--- src/design/rhp_pkg.sv ---
// shared types and constants for the rtp header parser
`default_nettype none
package rhp_pkg;

   localparam logic [15:0] FIXED_HDR        = 16'd12;
   localparam logic [15:0] MAX_PACKET_BYTES = 16'hFFFF;
   localparam logic [15:0] HDR_END_LIMIT    = 16'hFFFF;
   localparam logic [1:0]  VERSION_RESET    = 2'd2;
   localparam int          QUEUE_DEPTH      = 2;
   localparam int          QPTR_W           = $clog2(QUEUE_DEPTH);
   localparam int          QCNT_W           = $clog2(QUEUE_DEPTH + 1);

   typedef enum logic [1:0] {
      ST_OK     = 2'd0,
      ST_TRUNC  = 2'd1,
      ST_BADVER = 2'd2,
      ST_BADPAD = 2'd3
   } status_type;

   // header summary of one finished packet
   typedef struct packed {
      logic [15:0] first_hw;
      logic [15:0] seq;
      logic [31:0] time_stamp;
      logic [31:0] ssrc;
      logic [15:0] hdr_end;
      logic [15:0] pkt_len;
      logic        oversize;
      logic [7:0]  final_byte;
   } pkt_rec_type;

   typedef struct packed {
      logic full;
      logic empty;
   } q_status_type;

endpackage
`default_nettype wire

--- src/design/rhp_front.sv ---
// byte-side capture of rtp header fields, one summary record per packet
`default_nettype none
module rhp_front (
   input  wire                   clock,
   input  wire                   reset,
   input  wire                   accept,
   input  wire  [7:0]            data_byte,
   input  wire                   last_byte,
   output logic                  push,
   output rhp_pkg::pkt_rec_type  rec
);

   logic [15:0] pos_ff, pos_in;
   logic [15:0] hw_ff, hw_in;
   logic [15:0] seq_ff, seq_in;
   logic [31:0] time_ff, time_in;
   logic [31:0] ssrc_ff, ssrc_in;
   logic [15:0] hend_ff, hend_in;
   logic [7:0]  prev_ff, prev_in;

   logic [15:0] cap_pos, cap_hw, cap_seq, cap_hend;
   logic [31:0] cap_time, cap_ssrc;
   logic [7:0]  cap_prev;
   logic        room;
   logic [6:0]  csrc_base;
   logic [18:0] ext_sum;

   assign room      = (pos_ff != rhp_pkg::MAX_PACKET_BYTES);
   assign csrc_base = 7'(rhp_pkg::FIXED_HDR) + {1'b0, hw_ff[11:8], 2'b00};
   assign ext_sum   = 19'(csrc_base) + 19'd4 + {1'b0, prev_ff, data_byte, 2'b00};

   always_comb begin
      cap_pos  = pos_ff;
      cap_hw   = hw_ff;
      cap_seq  = seq_ff;
      cap_time = time_ff;
      cap_ssrc = ssrc_ff;
      cap_hend = hend_ff;
      cap_prev = prev_ff;
      if (accept && room) begin
         cap_pos = pos_ff + 16'd1;
         if (pos_ff == 16'd0) begin
            cap_hw   = {data_byte, 8'h00};
            cap_hend = rhp_pkg::FIXED_HDR + {10'd0, data_byte[3:0], 2'b00};
         end else if (pos_ff == 16'd1) begin
            cap_hw = {hw_ff[15:8], data_byte};
         end else if (pos_ff < 16'd4) begin
            cap_seq = {seq_ff[7:0], data_byte};
         end else if (pos_ff < 16'd8) begin
            cap_time = {time_ff[23:0], data_byte};
         end else if (pos_ff < 16'd12) begin
            cap_ssrc = {ssrc_ff[23:0], data_byte};
         end
         // extension length sits in the first word after the csrc list
         if (pos_ff >= 16'd2 && hw_ff[12]) begin
            if (pos_ff == 16'(csrc_base) + 16'd2) begin
               cap_prev = data_byte;
            end else if (pos_ff == 16'(csrc_base) + 16'd3) begin
               cap_hend = (ext_sum > 19'(rhp_pkg::HDR_END_LIMIT)) ?
                          rhp_pkg::HDR_END_LIMIT : ext_sum[15:0];
            end
         end
      end
   end

   always_comb begin
      push = accept && last_byte;
      rec.first_hw   = cap_hw;
      rec.seq        = cap_seq;
      rec.time_stamp = cap_time;
      rec.ssrc       = cap_ssrc;
      rec.hdr_end    = cap_hend;
      rec.pkt_len    = cap_pos;
      rec.oversize   = !room;
      rec.final_byte = data_byte;
   end

   always_comb begin
      if (push) begin
         pos_in  = 16'd0;
         hw_in   = 16'd0;
         seq_in  = 16'd0;
         time_in = 32'd0;
         ssrc_in = 32'd0;
         hend_in = rhp_pkg::FIXED_HDR;
         prev_in = 8'd0;
      end else begin
         pos_in  = cap_pos;
         hw_in   = cap_hw;
         seq_in  = cap_seq;
         time_in = cap_time;
         ssrc_in = cap_ssrc;
         hend_in = cap_hend;
         prev_in = cap_prev;
      end
   end

   always_ff @(posedge clock) begin
      if (reset) begin
         pos_ff  <= 16'd0;
         hw_ff   <= 16'd0;
         seq_ff  <= 16'd0;
         time_ff <= 32'd0;
         ssrc_ff <= 32'd0;
         hend_ff <= rhp_pkg::FIXED_HDR;
         prev_ff <= 8'd0;
      end else begin
         pos_ff  <= pos_in;
         hw_ff   <= hw_in;
         seq_ff  <= seq_in;
         time_ff <= time_in;
         ssrc_ff <= ssrc_in;
         hend_ff <= hend_in;
         prev_ff <= prev_in;
      end
   end

   // a fresh packet always starts at the fixed header end
   a_hend_floor: assert property (@(posedge clock) disable iff (reset)
      hend_ff >= rhp_pkg::FIXED_HDR)
      else $error("header end below fixed header");

   a_clear_after_last: assert property (@(posedge clock) disable iff (reset)
      push |=> (pos_ff == 16'd0 && hw_ff == 16'd0))
      else $error("packet state not cleared after last byte");

endmodule
`default_nettype wire

--- src/design/rhp_queue.sv ---
// short fifo of packet summaries between byte capture and result stage
`default_nettype none
module rhp_queue (
   input  wire                   clock,
   input  wire                   reset,
   input  wire                   push,
   input  rhp_pkg::pkt_rec_type  push_rec,
   input  wire                   pop,
   output rhp_pkg::pkt_rec_type  head_rec,
   output rhp_pkg::q_status_type q_status
);

   rhp_pkg::pkt_rec_type entries_ff [rhp_pkg::QUEUE_DEPTH];

   logic [rhp_pkg::QPTR_W-1:0] wr_ptr_ff, wr_ptr_in;
   logic [rhp_pkg::QPTR_W-1:0] rd_ptr_ff, rd_ptr_in;
   logic [rhp_pkg::QCNT_W-1:0] count_ff, count_in;

   function automatic logic [rhp_pkg::QPTR_W-1:0] ptr_next(
      input logic [rhp_pkg::QPTR_W-1:0] ptr);
      ptr_next = (32'(ptr) == rhp_pkg::QUEUE_DEPTH - 1) ?
                 '0 : ptr + rhp_pkg::QPTR_W'(1);
   endfunction

   assign q_status.full  = (32'(count_ff) == rhp_pkg::QUEUE_DEPTH);
   assign q_status.empty = (count_ff == '0);
   assign head_rec       = entries_ff[rd_ptr_ff];

   always_comb begin
      wr_ptr_in = push ? ptr_next(wr_ptr_ff) : wr_ptr_ff;
      rd_ptr_in = pop  ? ptr_next(rd_ptr_ff) : rd_ptr_ff;
      count_in  = count_ff;
      if (push && !pop) begin
         count_in = count_ff + rhp_pkg::QCNT_W'(1);
      end else if (pop && !push) begin
         count_in = count_ff - rhp_pkg::QCNT_W'(1);
      end
   end

   always_ff @(posedge clock) begin
      if (push) begin
         entries_ff[wr_ptr_ff] <= push_rec;
      end
   end

   always_ff @(posedge clock) begin
      if (reset) begin
         wr_ptr_ff <= '0;
         rd_ptr_ff <= '0;
         count_ff  <= '0;
      end else begin
         wr_ptr_ff <= wr_ptr_in;
         rd_ptr_ff <= rd_ptr_in;
         count_ff  <= count_in;
      end
   end

   a_no_overflow: assert property (@(posedge clock) disable iff (reset)
      push |-> !q_status.full)
      else $error("push into full queue");

   a_no_underflow: assert property (@(posedge clock) disable iff (reset)
      pop |-> !q_status.empty)
      else $error("pop from empty queue");

endmodule
`default_nettype wire

--- src/design/rhp_back.sv ---
// packet checks, padding removal and registered result stage
`default_nettype none
module rhp_back (
   input  wire                   clock,
   input  wire                   reset,
   input  wire  [1:0]            expected_version,
   input  rhp_pkg::pkt_rec_type  head_rec,
   input  rhp_pkg::q_status_type q_status,
   output logic                  pop,
   output logic                  rsp_valid,
   input  wire                   rsp_stall,
   output logic [1:0]            rsp_status,
   output logic [6:0]            rsp_pt_code,
   output logic                  rsp_marker,
   output logic [15:0]           rsp_sequence_res,
   output logic [31:0]           rsp_timestamp,
   output logic [31:0]           rsp_source_id,
   output logic [3:0]            rsp_csrc_count,
   output logic                  rsp_extension_present,
   output logic [7:0]            rsp_padding_count,
   output logic [15:0]           rsp_payload_offset,
   output logic [15:0]           rsp_trimmed_length
);

   logic                   valid_ff, valid_in;
   rhp_pkg::status_type    status_ff, status_in;
   logic [15:0]            hw_ff;
   logic [15:0]            seq_ff;
   logic [31:0]            time_ff;
   logic [31:0]            ssrc_ff;
   logic [7:0]             pad_ff, pad_in;
   logic [15:0]            offset_ff, offset_in;
   logic [15:0]            trimmed_ff, trimmed_in;

   logic [15:0] csrc_base;
   logic [15:0] len;
   logic [15:0] hend;
   logic [15:0] pad_wide;

   assign len       = head_rec.pkt_len;
   assign hend      = head_rec.hdr_end;
   assign pad_wide  = {8'd0, head_rec.final_byte};
   assign csrc_base = rhp_pkg::FIXED_HDR + {10'd0, head_rec.first_hw[11:8], 2'b00};

   assign pop      = !q_status.empty && (!valid_ff || !rsp_stall);
   assign valid_in = pop ? 1'b1 : (valid_ff && rsp_stall);

   always_comb begin
      status_in  = rhp_pkg::ST_OK;
      pad_in     = 8'd0;
      offset_in  = 16'd0;
      trimmed_in = len;
      if (head_rec.oversize || len < rhp_pkg::FIXED_HDR) begin
         status_in = rhp_pkg::ST_TRUNC;
      end else if (head_rec.first_hw[15:14] != expected_version) begin
         status_in = rhp_pkg::ST_BADVER;
      end else if ((head_rec.first_hw[12] && len < csrc_base + 16'd4) ||
                   len < hend || hend == rhp_pkg::HDR_END_LIMIT) begin
         status_in = rhp_pkg::ST_TRUNC;
      end else begin
         offset_in = hend;
         if (head_rec.first_hw[13]) begin
            pad_in = head_rec.final_byte;
            // padding must leave at least one byte past the fixed header
            if (pad_wide != 16'd0 && pad_wide < len - rhp_pkg::FIXED_HDR) begin
               trimmed_in = len - pad_wide;
            end else begin
               status_in = rhp_pkg::ST_BADPAD;
            end
         end
      end
   end

   always_ff @(posedge clock) begin
      if (reset) begin
         valid_ff <= 1'b0;
      end else begin
         valid_ff <= valid_in;
      end
   end

   always_ff @(posedge clock) begin
      if (pop) begin
         status_ff  <= status_in;
         hw_ff      <= head_rec.first_hw;
         seq_ff     <= head_rec.seq;
         time_ff    <= head_rec.time_stamp;
         ssrc_ff    <= head_rec.ssrc;
         pad_ff     <= pad_in;
         offset_ff  <= offset_in;
         trimmed_ff <= trimmed_in;
      end
   end

   assign rsp_valid             = valid_ff;
   assign rsp_status            = status_ff;
   assign rsp_pt_code           = hw_ff[6:0];
   assign rsp_marker            = hw_ff[7];
   assign rsp_sequence_res      = seq_ff;
   assign rsp_timestamp         = time_ff;
   assign rsp_source_id         = ssrc_ff;
   assign rsp_csrc_count        = hw_ff[11:8];
   assign rsp_extension_present = hw_ff[12];
   assign rsp_padding_count     = pad_ff;
   assign rsp_payload_offset    = offset_ff;
   assign rsp_trimmed_length    = trimmed_ff;

   a_err_no_offset: assert property (@(posedge clock) disable iff (reset)
      valid_ff && (status_ff == rhp_pkg::ST_TRUNC || status_ff == rhp_pkg::ST_BADVER)
      |-> (offset_ff == 16'd0 && pad_ff == 8'd0))
      else $error("error result carries offset or padding");

endmodule
`default_nettype wire

--- src/design/rtp_header_parser.sv ---
// rtp header parser top level: byte capture, summary queue, result stage
//
//  channel | ports                      | direction | moves
//  --------+----------------------------+-----------+------------------------------
//  req     | req_valid / req_stall      | in        | one packet byte per request
//  rsp     | rsp_valid / rsp_stall      | out       | one header result per packet
//  csr     | csr_wr_en / csr_wr_data    | in        | expected version register
//
//  one byte per cycle while req_stall is low; a packet's summary is registered in the summary queue
//  after its last byte, then its result in the output register
//  the byte counter and header captures set the per-byte path; checks run at queue exit
//  reset is synchronous, active high; expected version comes up as 2
//  req_stall rises only when the summary queue is full, i.e. rsp has been stalled
//  over several packets
`default_nettype none
module rtp_header_parser (
   input  wire         clock,
   input  wire         reset,
   input  wire         req_valid,
   output logic        req_stall,
   input  wire  [7:0]  req_data_byte,
   input  wire         req_last_byte,
   output logic        rsp_valid,
   input  wire         rsp_stall,
   output logic [1:0]  rsp_status,
   output logic [6:0]  rsp_pt_code,
   output logic        rsp_marker,
   output logic [15:0] rsp_sequence_res,
   output logic [31:0] rsp_timestamp,
   output logic [31:0] rsp_source_id,
   output logic [3:0]  rsp_csrc_count,
   output logic        rsp_extension_present,
   output logic [7:0]  rsp_padding_count,
   output logic [15:0] rsp_payload_offset,
   output logic [15:0] rsp_trimmed_length,
   input  wire         csr_wr_en,
   input  wire  [1:0]  csr_wr_data
);

   logic [1:0] version_ff, version_in;

   logic                  accept;
   logic                  push;
   logic                  pop;
   rhp_pkg::pkt_rec_type  push_rec;
   rhp_pkg::pkt_rec_type  head_rec;
   rhp_pkg::q_status_type q_status;

   assign req_stall  = q_status.full;
   assign accept     = req_valid && !req_stall;
   assign version_in = csr_wr_en ? csr_wr_data : version_ff;

   always_ff @(posedge clock) begin
      if (reset) begin
         version_ff <= rhp_pkg::VERSION_RESET;
      end else begin
         version_ff <= version_in;
      end
   end

   rhp_front u_front (
      .clock     (clock),
      .reset     (reset),
      .accept    (accept),
      .data_byte (req_data_byte),
      .last_byte (req_last_byte),
      .push      (push),
      .rec       (push_rec)
   );

   rhp_queue u_queue (
      .clock    (clock),
      .reset    (reset),
      .push     (push),
      .push_rec (push_rec),
      .pop      (pop),
      .head_rec (head_rec),
      .q_status (q_status)
   );

   rhp_back u_back (
      .clock                 (clock),
      .reset                 (reset),
      .expected_version      (version_ff),
      .head_rec              (head_rec),
      .q_status              (q_status),
      .pop                   (pop),
      .rsp_valid             (rsp_valid),
      .rsp_stall             (rsp_stall),
      .rsp_status            (rsp_status),
      .rsp_pt_code           (rsp_pt_code),
      .rsp_marker            (rsp_marker),
      .rsp_sequence_res      (rsp_sequence_res),
      .rsp_timestamp         (rsp_timestamp),
      .rsp_source_id         (rsp_source_id),
      .rsp_csrc_count        (rsp_csrc_count),
      .rsp_extension_present (rsp_extension_present),
      .rsp_padding_count     (rsp_padding_count),
      .rsp_payload_offset    (rsp_payload_offset),
      .rsp_trimmed_length    (rsp_trimmed_length)
   );

   // a request can only be refused while results are backing up
   a_stall_needs_backlog: assert property (@(posedge clock) disable iff (reset)
      req_stall |-> rsp_valid)
      else $error("request stalled with no result pending");

endmodule
`default_nettype wire
--- config.mk ---
export PLATFORM = sky130hd
export DESIGN_NAME = rtp_header_parser
export DESIGN_NICKNAME = d
export VERILOG_FILES = /design/src/design/rhp_pkg.sv /design/src/design/rhp_front.sv /design/src/design/rhp_queue.sv /design/src/design/rhp_back.sv /design/src/design/rtp_header_parser.sv
export SDC_FILE = /design/constraint.sdc
export NUM_CORES = 1
export LEC_CHECK = 0
export CAP_MARGIN = 0
export CORE_UTILIZATION = 60
export CTS_CLUSTER_DIAMETER = 60
export CTS_CLUSTER_SIZE = 24
export DETAILED_ROUTE_END_ITERATION = 10
export DONT_BUFFER_PORTS = 1
export GPL_ROUTABILITY_DRIVEN = 0
export PLACE_DENSITY = 0.85
export SYNTH_ARGS = -nofsm -noshare
export SYNTH_HDL_FRONTEND = slang
export SYNTH_HIERARCHICAL = 1
export SYNTH_SLANG_ARGS = --single-unit
--- constraint.sdc ---
create_clock -name clock -period 9.6 [get_ports clock]
set_input_delay 0.48 -clock clock [delete_from_list [all_inputs] [get_ports clock]]
set_output_delay 0.48 -clock clock [all_outputs]
set_load 0.05 [all_outputs]
==> results of run 1 <==
-- through the flow --
step | cell area, um2 | util, % | worst slack [ns] | cells | hold slack (ns)
3_5_place_dp | 22800 | 62.0 | 4.40 | 1912 | 0.455
4_1_cts | 24100 | 65.5 | 4.37 | 1985 | 0.00728
3_3_place_gp | 22800 | 62.0 | 4.53 | 1912 | 0.446
2_1_floorplan | 22500 | - | 1.08 | 1497 | 0.440
6_report | 24100 | 65.5 | 4.40 | 1985 | 0.0337
5_1_grt | 24100 | 65.5 | 4.11 | 1985 | 0.0298
-- logic make-up (layout without fill, tap and decap cells) --
| group | Yosys count | after routing | share of synthesized area [%] |
|---|---|---|---|
| flip-flops | 553 | 553 | 67.3 |
| AO/OA/AOI/OAI | 110 | 110 | 3.28 |
| XOR/XNOR | 54 | 54 | 2.10 |
| multiplexers | 243 | 243 | 12.2 |
| AND/OR/NAND/NOR | 370 | 370 | 9.25 |
| adder cells (fa/ha/maj) | 57 | 57 | 3.23 |
| buffers and inverters | 110 | 130 | 2.67 |
-- registers in the layout, indices dropped and copies added, names as in the netlist, 8 cells and up, named ones only --
| name | flops |
|---|---|
| u_back/hw_ff | 13 |
| u_back/rsp_source_id | 32 |
| u_front/seq_ff | 16 |
| u_back/rsp_payload_offset | 16 |
| u_back/rsp_trimmed_length | 16 |
| u_front/time_ff | 32 |
| u_back/rsp_sequence_res | 16 |
| u_back/rsp_timestamp | 32 |
| u_front/hend_ff | 16 |
| u_front/ssrc_ff | 32 |
| u_front/prev_ff | 8 |
| u_queue/entries_ff | 274 |
| u_back/rsp_padding_count | 8 |
| u_front/pos_ff | 16 |
| u_front/hw_ff | 16 |
-- per-layer routing --
metal,vias to the layer above,share of wire [%],wire length [um]
met4,2,2.3,1010
met1,5771,43,18400
met5,-,0.030,13
met2,338,48,20900
li1,5469,-,-
met3,67,6.5,2780
-- cells in the final DEF, fill, tap and decap left out, types with 33 or more instances in the layout --
master,n
inv_1,46
and2_1,108
a21oi_1,33
dfxtp_1,143
clkbuf_16,37
nand2_1,53
nor2_1,74
ha_1,55
edfxtp_1,409
mux2_2,208
xnor2_1,36
-- where the power goes --
| part | leakage (uW) | internal, uW | switching [uW] | total (uW) |
|---|---|---|---|---|
| clock | 0.000570 | 765 | 830 | 1590 |
| combinational | 0.00327 | 484 | 754 | 1240 |
| sequential | 0.00505 | 3040 | 906 | 3950 |
-- critical path, stage by stage (launching register included) --
cell	delay, ns
dfxtp_4	0.96
buf_4	0.89
mux2_2	0.53
ha_1	0.30
nor3_1	0.21
xnor2_1	0.16
ha_1	0.27
a21o_1	0.19
a21oi_1	0.15
nand2_1	0.07
o211a_2	0.31
nand2b_1	0.38
mux2_1	0.42
-- worst max-delay path by stage --
| stage | startpoint | endpoint | slack (ns) | cells after the start |
|---|---|---|---|---|
| 2_1_floorplan | u_back/rsp_valid$_SDFF_PP0_ | u_queue/count_ff[1]$_SDFFE_PP0P_ | 1.08 | 5 |
| 3_3_place_gp | register | u_back/rsp_trimmed_length[4]$_DFFE_PP_ | 4.53 | 12 |
| 3_5_place_dp | register | u_back/rsp_trimmed_length[6]$_DFFE_PP_ | 4.40 | 12 |
| 4_1_cts | register | u_back/rsp_trimmed_length[6]$_DFFE_PP_ | 4.37 | 12 |
| 5_1_grt | register | u_back/rsp_trimmed_length[6]$_DFFE_PP_ | 4.11 | 12 |
| 6_report | register | u_back/rsp_trimmed_length[6]$_DFFE_PP_ | 4.40 | 12 |
-- cell type report --
| cell class | instances | share of cell area (%) |
|---|---|---|
| Multi-Input combinational cell | 834 | 28.2 |
| Sequential cell | 553 | 63.0 |
| Tap cell | 468 | 2.43 |
| Clock inverter | 18 | 0.919 |
| Inverter | 46 | 0.717 |
| Clock buffer | 46 | 4.02 |
| Timing Repair Buffer | 20 | 0.717 |
==> results.json, run 1 <==
{
  "cp_max_fo": 71,
  "insertion_delay_ns": 0.57,
  "dieHeight_um": 196,
  "remaining_drc_errors": 0,
  "post_drt_wl_per_cell_um": 21.7,
  "holdCritStartpoint": "csr_wr_en",
  "clock.fmax_mhz": 192,
  "ys_async_sr_fraction_pct": 0,
  "synthToLayoutAreaGrowth_pct": 6.89,
  "worst_pin_slew_ns": 1.12,
  "worstReg2RegEnd": "u_back/rsp_trimmed_length[6]$_DFFE_PP_",
  "coreArea_um2": 36800,
  "netlist_instances": 1497,
  "n_antenna_cell": 0,
  "setup_violations": 0,
  "start_kind": "register",
  "antenna_found_initial": 1,
  "hold_buffers": 9,
  "synth_top_cell_by_area": "edfxtp_1",
  "yosysWarnings": 6,
  "yosysMostFrequentCell": "edfxtp_1",
  "hpwlAfterDp_um": 27200,
  "synth_edf_count": 409,
  "met1_usage_pct": 30.3,
  "grt_pass1_vias": 11700,
  "start_util_pct": 61.3,
  "synth_commonest_cells": "edfxtp_1 (409), mux2_2 (208), dfxtp_1 (144), and2_1 (109), nor2_1 (75)",
  "worst_hold_path.num_cells": 1,
  "cap_violations": 0,
  "end_kind": "register",
  "seq_area_frac_synth_pct": 67.3,
  "wl_um": 43000,
  "hold_viol": 0,
  "cts_buffers": 36,
  "cts.sinks": 553,
  "grt_pass1_wl_um": 66200,
  "setup_tns_ns": 0,
  "synthDistinctLibCells": 74,
  "fill_cells": 2472,
  "p_per_area_nw_per_um2": 282,
  "skew_ns": 0.0281,
  "grt_max_degree": 111,
  "path_class": "reg2reg",
  "htreeDepth": 2,
  "total_power_uw": 6780,
  "cp_data_required_time_ns": 9.91,
  "vias": 11600,
  "worstHoldPathType": "in2reg",
  "worst_ep_arrival_time_ns": 5.50,
  "grtUsageMet2_pct": 37.6,
  "p_leak_uw": 0.00889,
  "syn_nets": 1570,
  "multiInputGateArea_um2": 6810,
  "drive_above_1_share_pct": 20.0,
  "slew-limit-headroom_pct": 25.3,
  "syn_area_um2": 22500,
  "ff_latch_area_um2": 15200,
  "cts_root_buf": "clkbuf_16",
  "synth_top_cell_area_share_pct": 54.5,
  "tritoncts": "done",
  "postCtsResizedCells": 0,
  "grt_busiest_layer": "met2",
  "synthFlopType": "edfxtp_1",
  "clk_pin_slew_worst_paths_ns": 0.08,
  "clock_path_buffers": 3,
  "fin_crit_ns": 5.20,
  "viasPerCell": 5.87,
  "yosys-top-cells-area": "edfxtp_1 (54%), dfxtp_1 (13%), mux2_2 (10%)",
  "drt-initial-drc-count": 999,
  "holdPathEnd": "version_ff[1]$_SDFFE_PP1P_",
  "grt.overflow.total": 0,
  "gr-usage-met3_pct": 4.57,
  "syn_avg_cell_area_um2": 15.1,
  "dr.pass1.iters": 5,
  "status": "completed",
  "ant_nets": 0,
  "reg2reg_depth": 12,
  "io_buffers": 0,
  "nets": 1564,
  "synth_seq_cells": 553,
  "finalCritPeriodShare_pct": 54.1,
  "grt_use_total_pct": 22.7,
  "die_area_um2": 38400,
  "core.rowCount": 70,
  "rsz0062_at_grt": "false",
  "ir_worst_vdd_uv": 231,
  "slew_viol_final": 0,
  "die_x_um": 196,
  "cts_setup_buffers": 0,
  "num_io_pins": 153,
  "reg2reg_slack_ns": 4.40
}
Power figures use the tool's default switching activity.
==> inputs of run 2 (changes only) <==
- CORE_UTILIZATION: 60 -> 57
- PLACE_DENSITY: 0.85 -> 0.84
- clock period: 9.6 -> 4.61 ns (I/O delays scaled with it)
==> run 2 against run 1 <==
Routed wire length rose by 2.2%; final area rose by 0.96%; critical path depth fell by 4; clock power rose by 110%; first-iteration DRC count fell by 12%; final cell count rose by 3.2%; die area rose by 5.2%; worst setup slack got worse by 3.7 ns; combinational power rose by 120%; power rose by 110%; critical path type unchanged; largest cell class unchanged; highest routed layer unchanged.
==> results.json, run 2 (synthesized netlist as in run 1, its figures left out) <==
{
  "status": "completed",
  "slew-limit-headroom_pct": 43.1,
  "htreeDepth": 2,
  "num_io_pins": 153,
  "core.rowCount": 72,
  "dr.pass1.iters": 6,
  "reg2reg_slack_ns": 0.69,
  "worstReg2RegEnd": "u_back/rsp_trimmed_length[3]$_DFFE_PP_",
  "worst_ep_arrival_time_ns": 4.23,
  "largest_register_ffs": 274,
  "cts_buffers": 36,
  "postCtsResizedCells": 0,
  "tritoncts": "done",
  "cts_setup_buffers": 0,
  "path_class": "reg2reg",
  "dieHeight_um": 201,
  "wl_um": 44000,
  "drive_above_1_share_pct": 20.5,
  "total_power_uw": 14200,
  "switching_share_pct": 36.9,
  "finalCritPeriodShare_pct": 85.0,
  "rsz0062_at_grt": "false",
  "placed_cells": 1968,
  "clk_pin_slew_worst_paths_ns": 0.08,
  "hpwlAfterDp_um": 27000,
  "antenna_found_initial": 3,
  "reg2reg_depth": 8,
  "grt_use_total_pct": 21.8,
  "remaining_drc_errors": 0,
  "coreArea_um2": 38800,
  "cap_violations": 0,
  "die_x_um": 201,
  "worst_slack_ns": 0.694,
  "cts.sinks": 553,
  "io_buffers": 0,
  "worst_hold_path.num_cells": 3,
  "start_util_pct": 58.1,
  "fill_cells": 2698,
  "hold_viol": 0,
  "p_leak_uw": 0.00897,
  "internal-power_uw": 8990,
  "holdPathEnd": "u_front/hend_ff[9]$_SDFF_PP0_",
  "pre_cts_slack_ns": 0.787,
  "final_cell_mix": "edfxtp_1 (409), mux2_2 (208), dfxtp_1 (143)",
  "post_drt_wl_per_cell_um": 21.5,
  "crit_chain": "buf_4, buf_4, mux2_2, a21oi_1, and4_1, and2_1, nand2b_1, mux2_1",
  "cp_max_fo": 54,
  "grt.overflow.total": 0,
  "seqPwrFrac_pct": 57.3,
  "ir_worst_vdd_uv": 429,
  "cts_root_buf": "clkbuf_16",
  "fin_crit_ns": 3.92,
  "setup_tns_ns": 0,
  "worstHoldPathType": "in2reg",
  "die_area_um2": 40300,
  "vias": 11800,
  "skew_ns": 0.0291,
  "slew_viol_final": 0,
  "p_comb_share_pct": 19.1,
  "worst_path_max_delay_cell": "buf_4",
  "viasPerCell": 5.75,
  "holdCritStartpoint": "req_data_byte[7]",
  "clock.fmax_mhz": 255,
  "final_common_cell": "edfxtp_1",
  "ant_nets": 0,
  "end_kind": "register",
  "grt_max_degree": 138,
  "grt_pass1_wl_um": 67400,
  "cp_common_cell": "buf_4",
  "slowest_delay_ns": 0.68,
  "start_kind": "register",
  "grt_pass1_vias": 11900,
  "regMostFlops": "u_queue/entries_ff",
  "insertion_delay_ns": 0.57,
  "power_frac_clock_pct": 23.6,
  "drt-initial-drc-count": 878,
  "clock_path_buffers": 3,
  "p_per_area_nw_per_um2": 586,
  "switchingPower_uw": 5260,
  "synthToLayoutAreaGrowth_pct": 7.91,
  "worst_pin_slew_ns": 0.851,
  "cp_data_required_time_ns": 4.92,
  "final_core_util_pct": 62.7,
  "nets": 1575,
  "setup_violations": 0,
  "fin_cells": 2049
}
## run 2: routing by layer
| layer | share of wire, % | routed length (um) | track usage [%] |
|---|---|---|---|
| met5 | 0.064 | 28 | 0 |
| met4 | 2.7 | 1190 | 7.91 |
| met3 | 6.2 | 2720 | 4.71 |
| met2 | 49 | 21600 | 36.5 |
| met1 | 42 | 18500 | 28.0 |
## run 2: worst max-delay path by stage
stage | start | end | slack, ns | cells after the start
after global placement | register | u_back/rsp_trimmed_length[7]$_DFFE_PP_ | 0.86 | 8
final | register | u_back/rsp_trimmed_length[3]$_DFFE_PP_ | 0.69 | 8
after global routing | register | u_back/rsp_trimmed_length[3]$_DFFE_PP_ | 0.55 | 8
after CTS | register | u_back/rsp_trimmed_length[2]$_DFFE_PP_ | 0.76 | 8
after detailed placement | register | u_back/rsp_trimmed_length[6]$_DFFE_PP_ | 0.79 | 8
after floorplan | u_back/rsp_valid$_SDFF_PP0_ | u_queue/count_ff[1]$_SDFFE_PP0P_ | 0.73 | 5
## run 2: power groups by stage
stage / clock [uW] / sequential [uW] / combinational [uW]
6_report: 3360 / 8160 / 2730
4_1_cts: 3440 / 8180 / 2720
5_1_grt: 3600 / 8220 / 2960
3_3_place_gp: 0 / 8270 / 2590
3_5_place_dp: 0 / 8280 / 2660
2_1_floorplan: 0 / 8160 / 2110
## run 2: layout make-up
| type | count | area [um2] | share of cell area, % |
|---|---|---|---|
| Antenna cell | 1 | 2.50 | 0.0103 |
| Clock inverter | 22 | 249 | 1.02 |
| Sequential cell | 553 | 15200 | 62.4 |
| Inverter | 46 | 173 | 0.710 |
| Clock buffer | 44 | 962 | 3.96 |
| Tap cell | 518 | 648 | 2.66 |
| Multi-Input combinational cell | 834 | 6810 | 28.0 |
| Timing Repair Buffer | 31 | 318 | 1.31 |
## run 2: metrics by stage
stage                     area, um2  hold WS, ns
after floorplan               22600        0.300
after global placement        23000        0.301
after detailed placement      23000        0.303
after CTS                     24300      0.00170
after global routing          24300       0.0467
final                         24300       0.0429
## run 2: critical path, delay by kind of cell, from the launching register on
| family | cells | cell delay, ns |
|---|---|---|
| and+or+nand+nor | 3 | 0.72 |
| AOI/OAI and AO/OA | 1 | 0.23 |
| muxes | 2 | 0.87 |
| buffers and inverters | 2 | 1.14 |
| DFF | 1 | 0.61 |
## run 2: repair_timing
action | CTS | global route
hold buffers | 14 | 0
setup endpoints to repair | 0 | 0
hold endpoints to repair | 152 | 0
